--- config.mk ---
export PLATFORM = sky130hd
export DESIGN_NAME = calendar_date_normalize_add
export DESIGN_NICKNAME = d
export VERILOG_FILES = /design/src/hdl/cdn_pkg.sv /design/src/hdl/calendar_date_normalize_add.sv
export SDC_FILE = /design/constraint.sdc
export NUM_CORES = 1
export LEC_CHECK = 0
export ABC_AREA = 1
export BUFFER_PORTS_ARGS = -buffer_cell sky130_fd_sc_hd__buf_2
export CORE_ASPECT_RATIO = 0.5
export CORE_MARGIN = 2
export CORE_UTILIZATION = 40
export CTS_BUF_LIST = sky130_fd_sc_hd__clkbuf_4
export DETAILED_ROUTE_END_ITERATION = 8
export PLACE_DENSITY = 0.54
export SYNTH_ARGS = -nofsm -noshare
export SYNTH_HDL_FRONTEND = slang
export SYNTH_SLANG_ARGS = --single-unit
--- constraint.sdc ---
create_clock -name clk -period 11.81 [get_ports clk]
set_input_delay 0 -clock clk [delete_from_list [all_inputs] [get_ports clk]]
set_output_delay 0 -clock clk [all_outputs]
set_load 0.1 [all_outputs]
--- src/hdl/cdn_pkg.sv ---
// Shared constants and calendar helper functions for the date normalizer.
// No dependencies; used by calendar_date_normalize_add.
package cdn_pkg;

  localparam int DAY_WIDTH_DEF  = 16;
  localparam int YEAR_WIDTH_DEF = 14;
  localparam int MONTH_WIDTH    = 8;
  localparam int RES_WIDTH      = 9;

  localparam logic [17:0] DAYS_PER_400Y = 18'd146097;
  localparam logic [8:0]  RES_LAST      = 9'd399;
  localparam logic [9:0]  CYCLE_YEARS   = 10'd400;

  localparam logic [3:0] MON_JAN = 4'd1;
  localparam logic [3:0] MON_FEB = 4'd2;
  localparam logic [3:0] MON_APR = 4'd4;
  localparam logic [3:0] MON_JUN = 4'd6;
  localparam logic [3:0] MON_SEP = 4'd9;
  localparam logic [3:0] MON_NOV = 4'd11;
  localparam logic [3:0] MON_DEC = 4'd12;

  // Leap test from the year modulo 400.
  function automatic logic is_leap(input logic [RES_WIDTH-1:0] r);
    logic century;
    century = (r == 9'd100) || (r == 9'd200) || (r == 9'd300);
    return (r[1:0] == 2'b00) && !century;
  endfunction

  function automatic logic [4:0] month_len(input logic [3:0] m, input logic leap);
    logic [4:0] len;
    if (m == MON_APR || m == MON_JUN || m == MON_SEP || m == MON_NOV) begin
      len = 5'd30;
    end else if (m == MON_FEB) begin
      len = leap ? 5'd29 : 5'd28;
    end else begin
      len = 5'd31;
    end
    return len;
  endfunction

  function automatic logic [8:0] year_len(input logic leap);
    return leap ? 9'd366 : 9'd365;
  endfunction

endpackage

--- src/hdl/calendar_date_normalize_add.sv ---
// Gregorian date normalizer with optional componentwise add of two dates.
// Depends on cdn_pkg (constants, month and year length functions).
//
// Channel  Ports                               Handshake
// input    in_op, in_day_a .. in_year_b        start & !busy
// result   out_day_out, out_month_out,         out_valid, one-cycle strobe
//          out_year_out, out_year_overflow
//
// One shared subtractor removes a month, a year or a 400-year cycle of days
// per cycle; year mod 400 comes from a reciprocal multiply whose quotient is registered.
// Each date pass: year mod 400 (an add instead on the sum pass), month wrap, month steps,
// 400-year steps, year steps, a second month walk, then finish; op=1 runs passes for a, b
// and their sum. busy is high from accept until the strobe cycle.
// rst_n is synchronous; the receiver cannot stall the result.
module calendar_date_normalize_add #(
  parameter int DAY_WIDTH  = cdn_pkg::DAY_WIDTH_DEF,
  parameter int YEAR_WIDTH = cdn_pkg::YEAR_WIDTH_DEF
) (
  input  logic                               clk,
  input  logic                               rst_n,
  input  logic                               start,
  output logic                               busy,
  input  logic                               in_op,
  input  logic [DAY_WIDTH-1:0]               in_day_a,
  input  logic [cdn_pkg::MONTH_WIDTH-1:0]    in_month_a,
  input  logic [YEAR_WIDTH-1:0]              in_year_a,
  input  logic [DAY_WIDTH-1:0]               in_day_b,
  input  logic [cdn_pkg::MONTH_WIDTH-1:0]    in_month_b,
  input  logic [YEAR_WIDTH-1:0]              in_year_b,
  output logic                               out_valid,
  output logic [4:0]                         out_day_out,
  output logic [3:0]                         out_month_out,
  output logic [YEAR_WIDTH-1:0]              out_year_out,
  output logic                               out_year_overflow
);

  localparam int MW = (DAY_WIDTH > YEAR_WIDTH) ? DAY_WIDTH : YEAR_WIDTH;
  localparam int YI = MW + 3;
  localparam int DI = (DAY_WIDTH > 6) ? DAY_WIDTH : 6;
  localparam int DC = (DI > 18) ? DI : 18;
  localparam int MN = cdn_pkg::MONTH_WIDTH;
  localparam int RW = cdn_pkg::RES_WIDTH;

  // floor(y / 400) = floor((y >> 4) / 25), the latter by reciprocal multiply.
  localparam int QW  = YEAR_WIDTH - 4;
  localparam int RCW = QW + 1;
  localparam int RS  = QW + 5;
  localparam longint unsigned DIV25 = 64'(cdn_pkg::CYCLE_YEARS) >> 4;
  localparam logic [RCW-1:0] RECIP = RCW'(((64'd1 << RS) + DIV25 - 64'd1) / DIV25);

  typedef enum logic [8:0] {
    S_IDLE  = 9'b000000001,
    S_MOD   = 9'b000000010,
    S_MWRAP = 9'b000000100,
    S_WALK1 = 9'b000001000,
    S_CYC   = 9'b000010000,
    S_YRS   = 9'b000100000,
    S_WALK2 = 9'b001000000,
    S_NEXT  = 9'b010000000,
    S_SUM   = 9'b100000000
  } state_t;

  typedef enum logic [2:0] {
    PH_A   = 3'b001,
    PH_B   = 3'b010,
    PH_SUM = 3'b100
  } phase_t;

  state_t state_r, state_nxt;
  phase_t phase_r, phase_nxt;

  logic [DI-1:0]  d_r, d_nxt;
  logic [MN-1:0]  m_r, m_nxt;
  logic [YI-1:0]  y_r, y_nxt;
  logic [RW-1:0]  r_r, r_nxt;
  logic           cnt_r, cnt_nxt;
  logic [QW-1:0]  quo_r, quo_nxt;

  logic                  op_r;
  logic [DAY_WIDTH-1:0]  b_day_r;
  logic [MN-1:0]         b_month_r;
  logic [YEAR_WIDTH-1:0] b_year_r;

  logic [4:0]    sa_d_r, sa_d_nxt;
  logic [3:0]    sa_m_r, sa_m_nxt;
  logic [YI-1:0] sa_y_r, sa_y_nxt;
  logic [RW-1:0] sa_r_r, sa_r_nxt;

  logic                  out_valid_r, out_valid_nxt;
  logic [4:0]            out_day_r, out_day_nxt;
  logic [3:0]            out_month_r, out_month_nxt;
  logic [YEAR_WIDTH-1:0] out_year_r, out_year_nxt;
  logic                  out_ovf_r, out_ovf_nxt;

  logic             accept;
  logic             leap;
  logic [DC-1:0]    sub;
  logic [DC:0]      diff_w;
  logic             gt;
  logic [DI-1:0]    d_sub;
  logic [YI-1:0]    y_inc;
  logic [RW-1:0]    r_inc;
  logic [YEAR_WIDTH-1:0] y_lo;
  logic [QW-1:0]    y_q;
  logic [2*QW:0]    q_prod;
  logic [YEAR_WIDTH-1:0] q400;
  logic [RW-1:0]    r_mod;
  logic [RW:0]      rsum;
  logic [RW-1:0]    r_add;
  logic [YI-1:0]    ymax;

  assign accept = start && (state_r == S_IDLE);
  assign busy   = (state_r != S_IDLE);

  // Shared subtractor: day count minus the selected length.
  assign leap = cdn_pkg::is_leap(r_r);
  always_comb begin
    if (state_r == S_CYC) begin
      sub = DC'(cdn_pkg::DAYS_PER_400Y);
    end else if (state_r == S_YRS) begin
      sub = DC'(cdn_pkg::year_len(leap));
    end else begin
      sub = DC'(cdn_pkg::month_len(m_r[3:0], leap));
    end
  end
  assign diff_w = {1'b0, DC'(d_r)} - {1'b0, sub};
  assign gt     = !diff_w[DC] && (diff_w[DC-1:0] != '0);
  assign d_sub  = diff_w[DI-1:0];

  assign y_inc = y_r + YI'(1);
  assign r_inc = (r_r == cdn_pkg::RES_LAST) ? '0 : r_r + RW'(1);

  // Year mod 400: the quotient is registered first, then the remainder is taken.
  assign y_lo   = y_r[YEAR_WIDTH-1:0];
  assign y_q    = y_lo[YEAR_WIDTH-1:4];
  assign q_prod = {{RCW{1'b0}}, y_q} * {{QW{1'b0}}, RECIP};
  assign q400   = YEAR_WIDTH'(quo_r) * YEAR_WIDTH'(cdn_pkg::CYCLE_YEARS);
  assign r_mod  = RW'(y_lo - q400);
  assign rsum  = {1'b0, sa_r_r} + {1'b0, r_r};
  assign r_add = (rsum >= cdn_pkg::CYCLE_YEARS) ? RW'(rsum - cdn_pkg::CYCLE_YEARS)
                                                : rsum[RW-1:0];
  assign ymax  = YI'({YEAR_WIDTH{1'b1}});

  always_comb begin
    state_nxt     = state_r;
    phase_nxt     = phase_r;
    d_nxt         = d_r;
    m_nxt         = m_r;
    y_nxt         = y_r;
    r_nxt         = r_r;
    cnt_nxt       = cnt_r;
    quo_nxt       = quo_r;
    sa_d_nxt      = sa_d_r;
    sa_m_nxt      = sa_m_r;
    sa_y_nxt      = sa_y_r;
    sa_r_nxt      = sa_r_r;
    out_valid_nxt = 1'b0;
    out_day_nxt   = out_day_r;
    out_month_nxt = out_month_r;
    out_year_nxt  = out_year_r;
    out_ovf_nxt   = out_ovf_r;
    unique case (state_r)
      S_IDLE: begin
        if (start) begin
          d_nxt     = (in_day_a == '0) ? DI'(1) : DI'(in_day_a);
          m_nxt     = (in_month_a == '0) ? MN'(1) : in_month_a;
          y_nxt     = (in_year_a == '0) ? YI'(1) : YI'(in_year_a);
          r_nxt     = '0;
          cnt_nxt   = 1'b1;
          phase_nxt = PH_A;
          state_nxt = S_MOD;
        end
      end
      S_MOD: begin
        if (cnt_r) begin
          quo_nxt = QW'(q_prod >> RS);
          cnt_nxt = 1'b0;
        end else begin
          r_nxt     = r_mod;
          state_nxt = S_MWRAP;
        end
      end
      S_MWRAP: begin
        if (m_r > MN'(12)) begin
          m_nxt = m_r - MN'(12);
          y_nxt = y_inc;
          r_nxt = r_inc;
        end else begin
          state_nxt = S_WALK1;
        end
      end
      S_WALK1, S_WALK2: begin
        if (state_r == S_WALK1 && m_r[3:0] == cdn_pkg::MON_JAN) begin
          state_nxt = S_CYC;
        end else if (gt) begin
          d_nxt = d_sub;
          if (m_r[3:0] == cdn_pkg::MON_DEC) begin
            m_nxt = MN'(1);
            y_nxt = y_inc;
            r_nxt = r_inc;
          end else begin
            m_nxt = m_r + MN'(1);
          end
        end else begin
          state_nxt = S_NEXT;
        end
      end
      S_CYC: begin
        if (gt) begin
          d_nxt = d_sub;
          y_nxt = y_r + YI'(cdn_pkg::CYCLE_YEARS);
        end else begin
          state_nxt = S_YRS;
        end
      end
      S_YRS: begin
        if (gt) begin
          d_nxt = d_sub;
          y_nxt = y_inc;
          r_nxt = r_inc;
        end else begin
          state_nxt = S_WALK2;
        end
      end
      S_NEXT: begin
        if (phase_r == PH_A && op_r) begin
          sa_d_nxt  = d_r[4:0];
          sa_m_nxt  = m_r[3:0];
          sa_y_nxt  = y_r;
          sa_r_nxt  = r_r;
          d_nxt     = (b_day_r == '0) ? DI'(1) : DI'(b_day_r);
          m_nxt     = (b_month_r == '0) ? MN'(1) : b_month_r;
          y_nxt     = (b_year_r == '0) ? YI'(1) : YI'(b_year_r);
          r_nxt     = '0;
          cnt_nxt   = 1'b1;
          phase_nxt = PH_B;
          state_nxt = S_MOD;
        end else if (phase_r == PH_B) begin
          phase_nxt = PH_SUM;
          state_nxt = S_SUM;
        end else begin
          out_valid_nxt = 1'b1;
          out_day_nxt   = d_r[4:0];
          out_month_nxt = m_r[3:0];
          out_ovf_nxt   = (y_r > ymax);
          out_year_nxt  = (y_r > ymax) ? {YEAR_WIDTH{1'b1}} : y_r[YEAR_WIDTH-1:0];
          state_nxt     = S_IDLE;
        end
      end
      S_SUM: begin
        d_nxt     = DI'(sa_d_r) + d_r;
        m_nxt     = MN'(sa_m_r) + m_r;
        y_nxt     = sa_y_r + y_r;
        r_nxt     = r_add;
        state_nxt = S_MWRAP;
      end
      default: begin
        state_nxt = S_IDLE;
      end
    endcase
  end

  always_ff @(posedge clk) begin
    if (!rst_n) begin
      state_r     <= S_IDLE;
      phase_r     <= PH_A;
      out_valid_r <= 1'b0;
    end else begin
      state_r     <= state_nxt;
      phase_r     <= phase_nxt;
      out_valid_r <= out_valid_nxt;
    end
  end

  always_ff @(posedge clk) begin
    d_r         <= d_nxt;
    m_r         <= m_nxt;
    y_r         <= y_nxt;
    r_r         <= r_nxt;
    cnt_r       <= cnt_nxt;
    quo_r       <= quo_nxt;
    sa_d_r      <= sa_d_nxt;
    sa_m_r      <= sa_m_nxt;
    sa_y_r      <= sa_y_nxt;
    sa_r_r      <= sa_r_nxt;
    out_day_r   <= out_day_nxt;
    out_month_r <= out_month_nxt;
    out_year_r  <= out_year_nxt;
    out_ovf_r   <= out_ovf_nxt;
    if (accept) begin
      op_r      <= in_op;
      b_day_r   <= in_day_b;
      b_month_r <= in_month_b;
      b_year_r  <= in_year_b;
    end
  end

  assign out_valid         = out_valid_r;
  assign out_day_out       = out_day_r;
  assign out_month_out     = out_month_r;
  assign out_year_out      = out_year_r;
  assign out_year_overflow = out_ovf_r;

endmodule
Word-level counts from Yosys, hierarchy flattened
Index checks and enable logic that the tools add are counted.
Operators by class
  bitwise logic cells: 4
  add/sub/neg operators: 12
  multipliers: 2
  order comparisons: 3
  reductions and logical operators: 39
  equality and inequality tests: 37
  muxes and demuxes: 62
Operators by type and width (number)
  $mux W9: 20
  $mux W19: 8
  $pmux W19 S7: 1
  $mux W16: 6
  $pmux W16 S5: 1
  $pmux W9 S8: 1
  $mux W8: 8
  $pmux W9 S7: 1
  $pmux W8 S5: 1
  $logic_not A16 Y1: 2
  $logic_not A14 Y1: 2
  $mux W14: 2
  $eq A9 B9 Y1 const B: 3
  $ne A2 B2 Y1 const B: 12
  $mul A10 B11 Y21 const B: 1
  $add A19 B1 Y19 const B: 1
  $add A19 B19 Y19: 1
  $add A19 B9 Y19 const B: 1
  $gt A19 B14 Y1 const B: 1
  $sub A16 B18 Y19: 1
  $eq A9 B7 Y1 const B: 2
  $eq A9 B8 Y1 const B: 2
  $mux W18: 1
  $reduce_and A9 Y1: 2
  other kinds (47): 78
Storage, ports and cells
  output and inout bits: 26
  register bits after elaboration: 172
  input port bits: 80
  logic and storage cells: 180

Logic depth before layout (Yosys ltp)
Gate-level depths: netlist (run 1).
  word-level depth: 16
  mapped depth: 26
  mapped depth without buffers: 26

Least setup slack after synthesis (run 1)
No wires, ideal clock.
  path type: register to register
  from: register y_r[11]
  to: register quo_r[2], data pin
  required time: 11.545 ns
  arrival: 4.343 ns
  cell stages (with the launch flop): 14
  buffers on the path: 0
  library setup time: 0.265 ns
  period minus slack after synthesis: 4.608 ns
  path slack: 7.202 ns
  path through: edfxtp_1 -> fa_1 -> fa_1 -> fa_1 -> fa_1 -> inv_1 -> fa_1 -> inv_1 -> ha_1 -> a21oi_1 -> o21ai_0 -> a221oi_1 -> o21ai_0 -> xor2_1
On the way
  cells in the longest elaborated chain, start to end: 1
Ends and longest elaborated chain
  start, declared: line calendar_date_normalize_add.sv:74  | logic [YI-1:0] y_r, y_nxt;
  start signal, assigned: line calendar_date_normalize_add.sv:278  | y_r <= y_nxt;
  $mul A10 B11 Y21: line calendar_date_normalize_add.sv:136  | assign q_prod = {{RCW{1'b0}}, y_q} * {{QW{1'b0}}, RECIP};
  named net q_prod[17]: line calendar_date_normalize_add.sv:105  | logic [2*QW:0] q_prod;
  end signal, assigned: line calendar_date_normalize_add.sv:281  | quo_r <= quo_nxt;
  end, declared: line calendar_date_normalize_add.sv:77  | logic [QW-1:0] quo_r, quo_nxt;
The timed path passes the listed nets, and every way through them passes these cells.
A chain may end at the register's enable or synchronous reset.

Worst setup path in the final report (run 1)
Ends and elaborated chain as after synthesis.

==> results of run 1 <==
==> metrics by stage <==
stage               setup slack (ps)  util (%)  cell area, um^2  instances
floorplan                       7202         -            12970       1513
global placement                6892     44.13            14040       2040
detailed placement              6804     44.13            14040       2040
CTS                             6780     47.86            15230       2158
global route                    6495     47.87            15240       2159
finish                          6816     47.87            15240       2159
==> state kept, by name, indices dropped and copies added, names as in the netlist, 3 cells and up <==
signal,count
phase_r,3
out_year_out,14
b_day_r,16
state_r,9
b_month_r,8
sa_m_r,4
sa_r_r,9
y_r,19
m_r,8
out_month_out,4
b_year_r,14
out_day_out,5
r_r,9
d_r,16
quo_r,5
sa_d_r,5
sa_y_r,19
==> cell families (layout without fill, tap and decap cells) <==
family | count (synthesis) | after routing
flops | 171 | 171
fa+ha+maj | 168 | 168
compound gates | 221 | 221
simple gates | 658 | 658
other cells | 0 | 1
xor+xnor | 42 | 42
buf+inv | 253 | 466
==> layout make-up <==
cell class | count | area [um^2] | area share (%)
antenna | 1 | 2.502 | 0.01642
sequential | 171 | 5005 | 32.85
multi-input combinational | 1089 | 7036 | 46.18
clock inverter | 11 | 170.2 | 1.117
clock buffer | 21 | 157.7 | 1.035
tap | 432 | 540.5 | 3.548
inverter | 236 | 885.9 | 5.814
timing repair buffer | 198 | 1439 | 9.444
==> placed cells by master, fill, tap and decap left out, types with 28 or more instances in the layout <==
cell	Yosys	routed
a21oi_1	75	75
nand2_1	336	336
ha_1	139	139
nor2_1	111	108
nand3_1	94	94
o21ai_0	56	56
nor3_1	31	28
dlygate4sd3_1	0	86
inv_1	221	221
xor2_1	28	28
fa_1	29	29
edfxtp_1	158	158
buf_2	5	105
==> per-layer routing <==
layer	vias to the layer above	track usage [%]	wire length, um
met5	-	0	0
met4	0	6.551	751
met3	47	3.877	1746
met2	283	35.75	16990
met1	5370	32.33	18510
li1	5579	-	-
==> worst max path at each step <==
stage,end,slack [ps],startpoint,cells after the start
floorplan,quo_r[2]$_DFFE_PP_,7200,y_r[11]$_DFFE_PP_,13
global placement,quo_r[2]$_DFFE_PP_,6890,y_r[11]$_DFFE_PP_,13
detailed placement,quo_r[2]$_DFFE_PP_,6800,y_r[11]$_DFFE_PP_,15
CTS,quo_r[2]$_DFFE_PP_,6780,y_r[11]$_DFFE_PP_,15
global route,y_r[3]$_DFFE_PP_,6490,state_r[2]$_SDFFE_PN0P_,23
finish,quo_r[2]$_DFFE_PP_,6820,y_r[11]$_DFFE_PP_,15
==> key figures, run 1 <==
Yosys
  – Share of the synthesized area in the top cell type: 36.57%
  – Ys async rst share: 0%
  – Top cells by count, synth: 336 x nand2_1, 221 x inv_1, 158 x edfxtp_1
  – Most common cell in the netlist: nand2_1
  – Mean Syn Cell Area: about 8.6 um^2
  – Mapped cell area: roughly 13,000 um^2
  – Seq/Total Area, Yosys: between 30% and 40%
  – Post-Synthesis Cells: roughly 1,500
  – Synth Register Bits: between 150 and 200
  – Post-synth EDFFs: 158
  – Compound-Gate Fraction of Synth Area: between 10% and 20%
  – Synth unique cells: 54
  – Synth Area in Adders: between 15 and 20%
  – Warnings from Yosys: 0
  – Ys flop type: edfxtp_1
  – Synth Area in XOR/XNOR: 2.835%
  – Largest cells by area after synthesis: edfxtp_1 37%, ha_1 13%, nand2_1 9.7%
  – Mux contribution to synthesized area: 0%
  – Synth area leader: edfxtp_1
  – Largest family of logic cells by synthesized area: simple AND/OR/NAND/NOR gates
  – Synth Area in Simple Gates: 22.57%
  – Syn Nets: about 1,800

Timing
  – Crit path time final: ~5000 ps
  – Normalized max-slew margin: between 20 and 25%
  – Tcrit/Tclk final: a little over two fifths
  – Worst-Margin Slew: about 1200 ps
  – Hold Violations, Final: 0
  – Hold_ws: a little over 40 ps
  – RSZ-0062 raised after global routing: no
  – Final setup vio count: 0
  – Setup Skew: between 30 and 40 ps
  – Achievable frequency: approximately 200 MHz
  – Setup TNS Final: 0 ps
  – Fin. max-slew vios: 0

Worst setup path
  – FF-to-FF Start: y_r[11]$_DFFE_PP_
  – Flop2flop setup slack: between 6000 and 7000 ps
  – Crit path max fanout: 11
  – Arrival time worst endpoint: 5420 ps
  – RR Endpoint: quo_r[2]$_DFFE_PP_
  – CP top delay family: adder cells
  – CP Buf/Inv Count: 4
  – CP dominant cell by count: fa_1
  – Startpoint types: flop
  – Setup CP Type: reg2reg
  – Critical path, cell by cell: fa_1, inv_1, fa_1, inv_1, fa_1, fa_1, inv_1, fa_1, inv_1, ha_1, a21oi_1, o21ai_0, a221oi_1, o21ai_0, xor2_1
  – Worst Path Required: about 12,000 ps
  – CP endpoint kind: flop
  – CP max-delay cell: fa_1
  – Peak per-stage delay on the critical path: roughly 670 ps
  – Cell depth of the worst flop-to-flop path: 15

Hold path
  – Hold path startpoint: in_day_b[0]
  – Worst Hold Depth: 2
  – HP Class: in2reg
  – WHS Endpoint: b_day_r[0]$_DFFE_PP_

Floorplanning
  – Initial core utilization: a little over 40%
  – IO Pins: about 110
  – Row Count: 46
  – Die ar.: 33,980 um^2
  – CORE AREA: ~32,000 um^2
  – Die X: between 200 and 300 um
  – Die height: ~130 um

Global route
  – Largest net degree at the start of global routing: 41
  – Initial antenna violation count: 1
  – GRT Total Usage: 22.81%
  – Total gr overflow: 0
  – Vias in the first global route: ~11,000
  – Global-route wire length before repair: roughly 60,000 um

CTS
  – Clock-pin slew on the worst setup and hold paths: between 150 and 200 ps
  – Worst-skew pair later-pin latency: ~670 ps
  – # hold bufs at CTS: 86
  – Root Buffer: clkbuf_4
  – Cts bufs inserted: 17
  – Post-cts gate resize count: 0
  – CTS tree: built
  – H-tree levels: 4
  – Clock tree sinks: about 170
  – Bufs on Longest Clock Path: 2
  – Postcts setup bufs: 0

Drt
  – Final WL: between 30,000 and 40,000 um
  – Pre-antenna DRT Iters: 5
  – Via-to-Cell Ratio: roughly 5.2
  – Routed wire per std cell: approximately 18 um
  – DR vias: around 11,000
  – # DRC: 0
  – DR iter-0 viols: between 900 and 1,000
  – Final ANT Viol Nets: 0

Final layout
  – Layout Nets: between 1,500 and 2,000
  – Area growth, synth to finish: 17.43%
  – Layout cells sized above 1: a little under an eighth
  – Layout fillers: between 3,000 and 4,000

Placement
  – Final GP Congestion: just over 0.9
  – Final HPWL DP: 29,360 um
  – IO Port Bufs: between 100 and 150

Outcome
  – Outcome: finished, final reports clean

Flow run
  – Max cap viols: 0
Power of run 1 is not shown: default switching activity piles up to over one toggle a cycle in this logic, so the estimate is an artifact.
==> inputs of run 2 (changes only) <==
--- a/config.mk
+++ b/config.mk
@@ -12,7 +12,7 @@
 export CORE_UTILIZATION = 40
 export CTS_BUF_LIST = sky130_fd_sc_hd__clkbuf_4
 export DETAILED_ROUTE_END_ITERATION = 8
-export PLACE_DENSITY = 0.54
+export PLACE_DENSITY = 0.56
 export SYNTH_ARGS = -nofsm -noshare
 export SYNTH_HDL_FRONTEND = slang
 export SYNTH_SLANG_ARGS = --single-unit
==> constraint.sdc (replaced) <==
create_clock -name clk -period 4.1 [get_ports clk]
set_input_delay 0 -clock clk [delete_from_list [all_inputs] [get_ports clk]]
set_output_delay 0 -clock clk [all_outputs]
set_load 0.1 [all_outputs]
==> run 2 against run 1 <==
Effect of this change:
- the run now ends with setup timing left
- non-clock buffer count up 114
- cell area up 7.0%
- first-iteration DRC count down 15%
- utilization up 3.3 points
- critical path depth up 1
- critical path type unchanged
==> key figures, run 2 (synthesis gave the netlist of run 1 again) <==
Placement
  – Pre-CTS WS: -397.6 ps
  – Placed cell count: around 2,100
  – Final GP Congestion: between 0.9 and 1
  – Final HPWL DP: about 30,000 um
  – IO Port Bufs: approximately 110

Global route
  – Vias in the first global route: roughly 12,000
  – GRT Total Usage: between 20% and 30%
  – Initial antenna violation count: 1
  – GR Util met3: under 10%
  – Busiest grt layer: met2
  – Global-route wire length before repair: a little over 60,000 um
  – Largest net degree at the start of global routing: between 40 and 50
  – Total gr overflow: 0
  – Grt met2 use: 37.65%
  – GR Util met1: roughly 31%

CTS
  – H-tree levels: 4
  – CTS tree: built
  – Cts bufs inserted: 17
  – Clock-pin slew on the worst setup and hold paths: approximately 160 ps
  – Clock tree sinks: between 150 and 200
  – Worst-skew pair later-pin latency: 650 ps
  – Root Buffer: clkbuf_4
  – Bufs on Longest Clock Path: 2

Timing
  – Setup TNS Final: -1590 ps
  – Final setup vio count: 5
  – Crit path time final: ~4500 ps
  – Normalized max-slew margin: 17.79%
  – Worst-Margin Slew: between 1000 and 1500 ps
  – Fin. max-slew vios: 0
  – Hold_ws: between 50 and 60 ps
  – Hold Violations, Final: 0
  – Setup Skew: 31.15 ps
  – RSZ-0062 raised after global routing: yes
  – Setup ws final: -391.1 ps
  – Achievable frequency: ~220 MHz
  – Tcrit/Tclk final: 109.5%

Final layout
  – Commonest non-fill, non-tap cells in the layout: 327 x nand2_1, 212 x inv_1, 158 x edfxtp_1
  – Layout Nets: 2,075
  – Top flop regs: sa_y_r x19, y_r x19
  – Layout cells sized above 1: 19.89%
  – Finished Layout Cells: ~2,300
  – Commonest non-fill, non-tap cell in the layout: nand2_1
  – Area growth, synth to finish: 25.63%

Drt
  – Final WL: between 30,000 and 40,000 um
  – DR vias: around 12,000
  – Routed wire per std cell: 16.89 um
  – Via-to-Cell Ratio: slightly above 5
  – Pre-antenna DRT Iters: 5
  – Final ANT Viol Nets: 0
  – DR iter-0 viols: around 800
  – # DRC: 0

Floorplanning
  – IO Pins: between 100 and 150
  – CORE AREA: 31,830 um^2
  – Row Count: between 40 and 50
  – Die X: 258.7 um
  – Die height: approximately 130 um
  – Initial core utilization: between 40 and 50%
  – Die ar.: 33,980 um^2

Worst setup path
  – Arrival time worst endpoint: 4890 ps
  – Crit path max fanout: 3
  – Startpoint types: flop
  – Worst Path Required: ~4500 ps
  – Peak per-stage delay on the critical path: roughly 570 ps
  – CP max-delay cell: fa_1
  – CP dominant cell by count: fa_1
  – Setup CP Type: reg2reg
  – CP endpoint kind: flop
  – Critical path, cell by cell: fa_2, fa_1, fa_1, fa_1, inv_2, fa_1, inv_2, ha_4, nand2_4, nor2_4, a211oi_2, o211ai_1, nand3_1, nand2_2, a21oi_2, xor2_1

Outcome
  – Outcome: finished with violations
  – Failing checks: setup timing

Hold path
  – HP Class: in2reg

Flow run
  – Max cap viols: 0
run 2: cell count changes in the layout (fill, tap and decap cells not counted), sizes merged:
cell	previous run	this run
buf	112	228
bufinv	4	3
clkbuf	21	17
clkinvlp	3	4
dlygate4sd3	86	84
inv	236	240
run 2: worst max-delay path, delay by kind of cell (launching register included):
kind / cells / cell delay [ps]
XOR/XNOR: 1 / 130
flip-flops: 1 / 460
AND/OR/NAND/NOR: 4 / 410
buffers and inverters: 2 / 90
AO/OA/AOI/OAI: 3 / 330
adder cells (fa/ha/maj): 6 / 2820
run 2: what timing repair did:
action / CTS / global route
buffers inserted: 2 / 8
hold endpoints to repair: 103 / 3
hold buffers: 81 / 3
pin swaps: 6 / 25
endpoints found under the setup margin: 14 / 57
gates resized for setup: 8 / 42
run 2: stage by stage:
| stage | utilization, % | cell area, um^2 |
|---|---|---|
| 6_report | 51.21 | 16300 |
| 3_3_place_gp | 46.82 | 14900 |
| 5_1_grt | 51.21 | 16300 |
| 2_1_floorplan | - | 13020 |
| 3_5_place_dp | 46.82 | 14900 |
| 4_1_cts | 50.50 | 16070 |
run 2: final cells by class:
cell class / count / area, um^2
fill: 3060 / 15530
multi-input combinational: 1089 / 7217
sequential: 171 / 5006
timing repair buffer: 312 / 2331
inverter: 236 / 885.9
tap: 432 / 540.5
clock inverter: 15 / 190.2
clock buffer: 17 / 127.6
antenna: 1 / 2.502
run 2: worst paths after layout:
check	startpoint	end	slack, ps	cells after the start
worst max register to register	y_r[12]$_DFFE_PP_	quo_r[4]$_DFFE_PP_	-390	16
worst min register to register	phase_r[1]$_SDFFE_PN0P_	phase_r[1]$_SDFFE_PN0P_	470	2
worst max-delay path	y_r[12]$_DFFE_PP_	quo_r[4]$_DFFE_PP_	-390	16
worst min-delay path	in_year_b[8]	b_year_r[8]$_DFFE_PP_	50	2
run 2: routing by layer:
metal	wire, um	up-vias
li1	-	5814
met1	17940	5582
met2	17780	291
met3	1696	67
met4	980	0
met5	0	-
Power of run 2 is left out for the same reason.
